[config.mk]
export PLATFORM = sky130hd
export DESIGN_NAME = kmrq_front
export DESIGN_NICKNAME = d
export VERILOG_FILES = /design/src/kmrq_pkg.sv /design/src/kmrq_front.sv
export SDC_FILE = /design/constraint.sdc
export NUM_CORES = 1
export LEC_CHECK = 0
export ABC_AREA = 0
export BUFFER_PORTS_ARGS = -buffer_cell sky130_fd_sc_hd__buf_2
export CAP_MARGIN = 25
export CORE_ASPECT_RATIO = 1.5
export CORE_UTILIZATION = 50
export CTS_CLUSTER_SIZE = 20
export DETAILED_ROUTE_END_ITERATION = 8
export PLACE_DENSITY_LB_ADDON = 0.08
export SLEW_MARGIN = 20
export SYNTH_ARGS = -nofsm -noshare
export SYNTH_HDL_FRONTEND = slang
export SYNTH_SLANG_ARGS = --single-unit
[constraint.sdc]
create_clock -name clk -period 19.3 [get_ports clk]
set_input_delay 2.895 -clock clk [delete_from_list [all_inputs] [get_ports clk]]
set_output_delay 2.895 -clock clk [all_outputs]
set_load 0.01 [all_outputs]
[src/kmrq_pkg.sv]
// Package for the keyed message retry queue.
// Holds the command codes, the beat and slot types and the default depth.
// No dependencies.
package kmrq_pkg;

	localparam int unsigned QueueDepthDefault = 64;

	localparam logic [1:0] CMD_ENQ  = 2'd0;
	localparam logic [1:0] CMD_PEEK = 2'd1;
	localparam logic [1:0] CMD_DEQ  = 2'd2;
	localparam logic [1:0] CMD_CLR  = 2'd3;

	typedef struct packed {
		logic [1:0]         cmd;
		logic signed [31:0] seq_num;
		logic [31:0]        ip_addr;
		logic [15:0]        peer_port;
		logic [63:0]        payload;
	} item_t;

	typedef struct packed {
		logic [31:0] seq_num;
		logic [31:0] ip_addr;
		logic [15:0] peer_port;
		logic [63:0] payload;
	} slot_t;

endpackage

[src/kmrq_front.sv]
// Front end of the keyed message retry queue: a two-entry command queue.
// Depends on kmrq_pkg.
module kmrq_front
	import kmrq_pkg::*;
(
	input  logic  clk,
	input  logic  arst_n,
	input  logic  push,
	input  item_t push_item,
	output logic  full,
	output logic  item_valid,
	output item_t item,
	input  logic  pop
);

	item_t      buf_q [2];
	logic       wr_ptr_q;
	logic       rd_ptr_q;
	logic [1:0] fill_q;

	assign full       = (fill_q == 2'd2);
	assign item_valid = (fill_q != 2'd0);
	assign item       = buf_q[rd_ptr_q];

	always_ff @(posedge clk or negedge arst_n) begin
		if (!arst_n) begin
			wr_ptr_q <= 1'b0;
			rd_ptr_q <= 1'b0;
			fill_q   <= 2'd0;
		end else begin
			if (push && !full) begin
				wr_ptr_q <= !wr_ptr_q;
			end
			if (pop && item_valid) begin
				rd_ptr_q <= !rd_ptr_q;
			end
			fill_q <= fill_q + 2'(push && !full) - 2'(pop && item_valid);
		end
	end

	always_ff @(posedge clk) begin
		if (push && !full) begin
			buf_q[wr_ptr_q] <= push_item;
		end
	end

endmodule

# Word level (Yosys, flattened, before mapping)

Memory sizes are Yosys's and may differ from the RTL's.
Cells that the tools add are included.

Register bits after elaboration: 4
Memory bits (writable): 292
Input bits: 150
Output and inout port bits: 148
Logic and storage cells: 15
Memories kept: 1

Memories:

| memory | words | bits a word | read ports | clocked after Yosys merged registers in | write ports | line             | RTL |
|---|---|---|---|---|---|---|---|
| buf_q  | 2     | 146         | 1          | 0                                       | 1           | kmrq_front.sv:16 | `item_t buf_q [2];` |

$add $sub $neg: 2
Eq/ne operators: 1
Multiplexer cells: 2
Reductions and logical operators: 6

Operators with widths:

| kind               | number |
|---|---|
| $logic_not 1->1    | 3 |
| $add 2x1->2        | 1 |
| $eq 2x2->1 const B | 1 |
| $logic_and 1x1->1  | 2 |
| $mux 1             | 2 |
| $reduce_bool 2->1  | 1 |
| $sub 2x1->2        | 1 |

# Logic depth before layout (Yosys ltp)

Depth in word-level cells: 5
Gate-level depth with buffers: 7
Gate-level depth less buffers: 7

# Least setup slack after synthesis

OpenSTA, ideal clock, no wires.

Path kind: in2reg
Start: input port push
End: memory buf_q[0][0] (netlist bit) (enable)
Library setup time: 0.653 ns
Arrival: 9.050 ns
Required time: 18.647 ns
Slack: 9.597 ns
Stages: 2
Path buffers: 0
Path through: nand2_1 -> nor2_1

Cells in the longest elaborated chain, start to end: 3

Ends and longest elaborated chain:

| what                         | line             | RTL |
|---|---|---|
| from (decl)                  | kmrq_front.sv:8  | `input logic push,` |
| $logic_and 1x1->1            | kmrq_front.sv:42 | `if (push && !full) begin` |
| $mux 1                       | kmrq_front.sv:42 |  |
| $mux 1 (implied by the code) | kmrq_front.sv:43 | `buf_q[wr_ptr_q] <= push_item;` |
| to (decl)                    | kmrq_front.sv:16 |  |

Every way passes these cells.

==> impl_metrics.csv <==
group,metric,value,unit
cts,cts.hold.buffers_added,0,
floorplan,fp-row-count,65,
route,detail_route.first_pass.iterations,4,
synthesis,synth_cells,472,
synthesis,syn_nets,624,
min_path,hold_path_class,"reg2reg",
cts,clk_path_buf_depth,3,
worst_setup_path,max_stage_delay,1.07,ns
final_layout,layout-drive-gt1-share,60.1,%
cts,h-tree-depth,1,
timing,period_needed,6.05,ns
grt,grt_max_degree,81,
final_layout,layout_common_cells,"buf_2, edfxtp_1, mux2_2",
final_layout,final_common_cell,"buf_2",
timing,grt_setup_unrepaired,"no",
cts,numClockSinks,296,
cts,path_clk_slew,0.06,ns
synthesis,ys_seq_area_share,82.2,%
synthesis,ys.warnings.count,0,
synthesis,synth_top_family_by_area,"multiplexers",
grt,grt_pass1_vias,5894,
cts,clock_latency,0.51,ns
power,p_leak,0.00497,uW
route,drt_iter0_drc,276,
synthesis,synth_cell_types,15,
worst_setup_path,path_buf_inv,2,
timing,fmax,165,MHz
route,wl_per_cell,19.2,um
synthesis,synth-compound-area-share,0,%
timing,finalSetupViolCount,0,
worst_setup_path,reg2reg_slack,16.96,ns
route,drt_wl_total,20600,um
final_layout,n_fill_cell,1536,
power,vdd_drop_max,94.1,uV
synthesis,yosys.area_share.adder,0.232,%
floorplan,fp.dieArea,22200,sq um
placed_design,post-place-ws,13.74,ns
cts,post-cts-setup-buffers,0,
timing,final_min_period_over_clock_period,31.3,%
run_status,status,"finished, final reports clean",
synthesis,synthXorXnorAreaFrac,0.325,%
worst_setup_path,cp_top_family,"flip-flops",
final_layout,fin_nets,939,
timing,skew,0.00867,ns
worst_setup_path,cp_max_fo,75,
grt,grt_util_all_layers,18.6,%
timing,fin_ws,13.25,ns
final_layout,multi_input_area,1750,sq um
worst_setup_path,path_class,"reg2out",
synthesis,syn_area_per_cell,22.9,sq um
route,num_vias,5437,
grt,gr-total-overflow,0,
grt,grt_first_pass_wirelength,31000,um
route,ant_nets,0,
worst_setup_path,crit_path_cell_trace,"buf_4 -> mux2_2 -> buf_2",
route,via_per_inst,5.06,
timing,finalSetupTns,0,ns
worst_setup_path,worstPathArrival,3.15,ns
worst_setup_path,crit_required,16.41,ns
synthesis,muxShareOfSynthArea,15.2,%
timing,finalMaxSlewViolations,0,
cts,tritoncts,"done",
grt,antenna_found_initial,3,
floorplan,initial_core_util,51.2,%
placed_design,place_hpwl,13600,um
floorplan,die-width,122,um
cts,ctsResizeCount,0,
floorplan,coreArea,21100,sq um
cts,cts-buffers-inserted,27,
floorplan,io_pins,298,
synthesis,ys_seq_elements,296,
cts,cts_root_buf,"clkbuf_16",
placed_design,globalplace.congestion,0.763,
timing,tightestPinTransition,0.989,ns
synthesis,synthSimpleGateAreaFrac,0.325,%
worst_setup_path,crit_slowest_cell,"dfrtp_4",
synthesis,netlist_area,10800,sq um
route,drc,0,
worst_setup_path,cp-start-kind,"register",
final_layout,syn_to_final_growth,23.3,%
power,p_per_area,150,nW/um^2
final_layout,area.sequential,8870,sq um
timing,max_slew_margin,34.1,%
timing,finalHoldViolCount,0,
floorplan,die_h,182,um
placed_design,portBuffers,297,
worst_setup_path,end_kind,"output pin",
run,drv_cap,0,
[metrics by stage]
step | util [%] | total power (uW) | instances | hold slack (ns) | area (sq um)
4_1_cts | 63.1 | 2020 | 1073 | 0.547 | 13300
6_report | 63.2 | 1990 | 1075 | 0.544 | 13300
3_3_place_gp | 59.3 | 1510 | 1026 | 0.498 | 12500
2_1_floorplan | - | 1340 | 472 | 0.461 | 10800
5_1_grt | 63.2 | 2090 | 1074 | 0.600 | 13300
3_5_place_dp | 59.3 | 1520 | 1026 | 0.534 | 12500
[path summary, 6_finish.rpt]
check | startpoint | endpoint | depth (start not counted)
max | rd_ptr_q | item[22] | 3
min | fill_q[0] | fill_q[0] | 1
max reg2reg | rd_ptr_q | rd_ptr_q | 2
min reg2reg | fill_q[0] | fill_q[0] | 1
max in group asynchronous | arst_n | rd_ptr_q | 1
min in group asynchronous | arst_n | rd_ptr_q | 1
[per-layer routing]
layer | share of wire [%] | GRT usage, %
met5 | 0.063 | 0
met4 | 2.5 | 6.22
met3 | 9.5 | 6.34
met2 | 54 | 33.4
met1 | 34 | 20.0
[area by class of cell]
cell class              count  area share, %
flip-flops and latches    296           66.7
multi-input cells         158           13.2
repair buffers            302           11.5
clock buffers              43           5.53
well taps                 268           2.52
clock inverters             4          0.545
inverters                   2         0.0564
diodes                      2         0.0376
[worst register-to-register path: stages (launching register included)]
cell and delay [ns]:
dfrtp_4 1.07, buf_4 0.94, xor2_1 0.18
[flip-flops by register name, summed over array words and instances (netlist names)]
| name | cells |
|---|---|
| buf_q | 292 |
| rd_ptr_q | 1 |
| wr_ptr_q | 1 |
| fill_q | 2 |
[where the power goes]
part           internal (uW)  switching [uW]  total [uW]
Sequential               880            61.3         941
Combinational            260             295         556
Clock                    286             208         494
Total                   1430             565        1990
[Yosys cell counts]
cell      count  area share, %
buf_2         1          0.046
and3_1        1          0.058
xnor2_1       3           0.24
xor2_1        1          0.081
nand2_1       1          0.035
dfrtp_1       4           0.93
nor2_1        1          0.035
and2_2        1          0.070
inv_1         2          0.070
buf_6        15            1.6
or2_2         1          0.058
mux2_2      146             15
edfxtp_1    292             81
or2b_1        1          0.070
ha_1          2           0.23
[cell families after synthesis]
kind of cell,Yosys count
XOR/XNOR,4
adder cells (fa/ha/maj),2
buffers and inverters,18
flip-flops,296
multiplexers,146
AND/OR/NAND/NOR,6
Power figures use the tool's default switching activity.
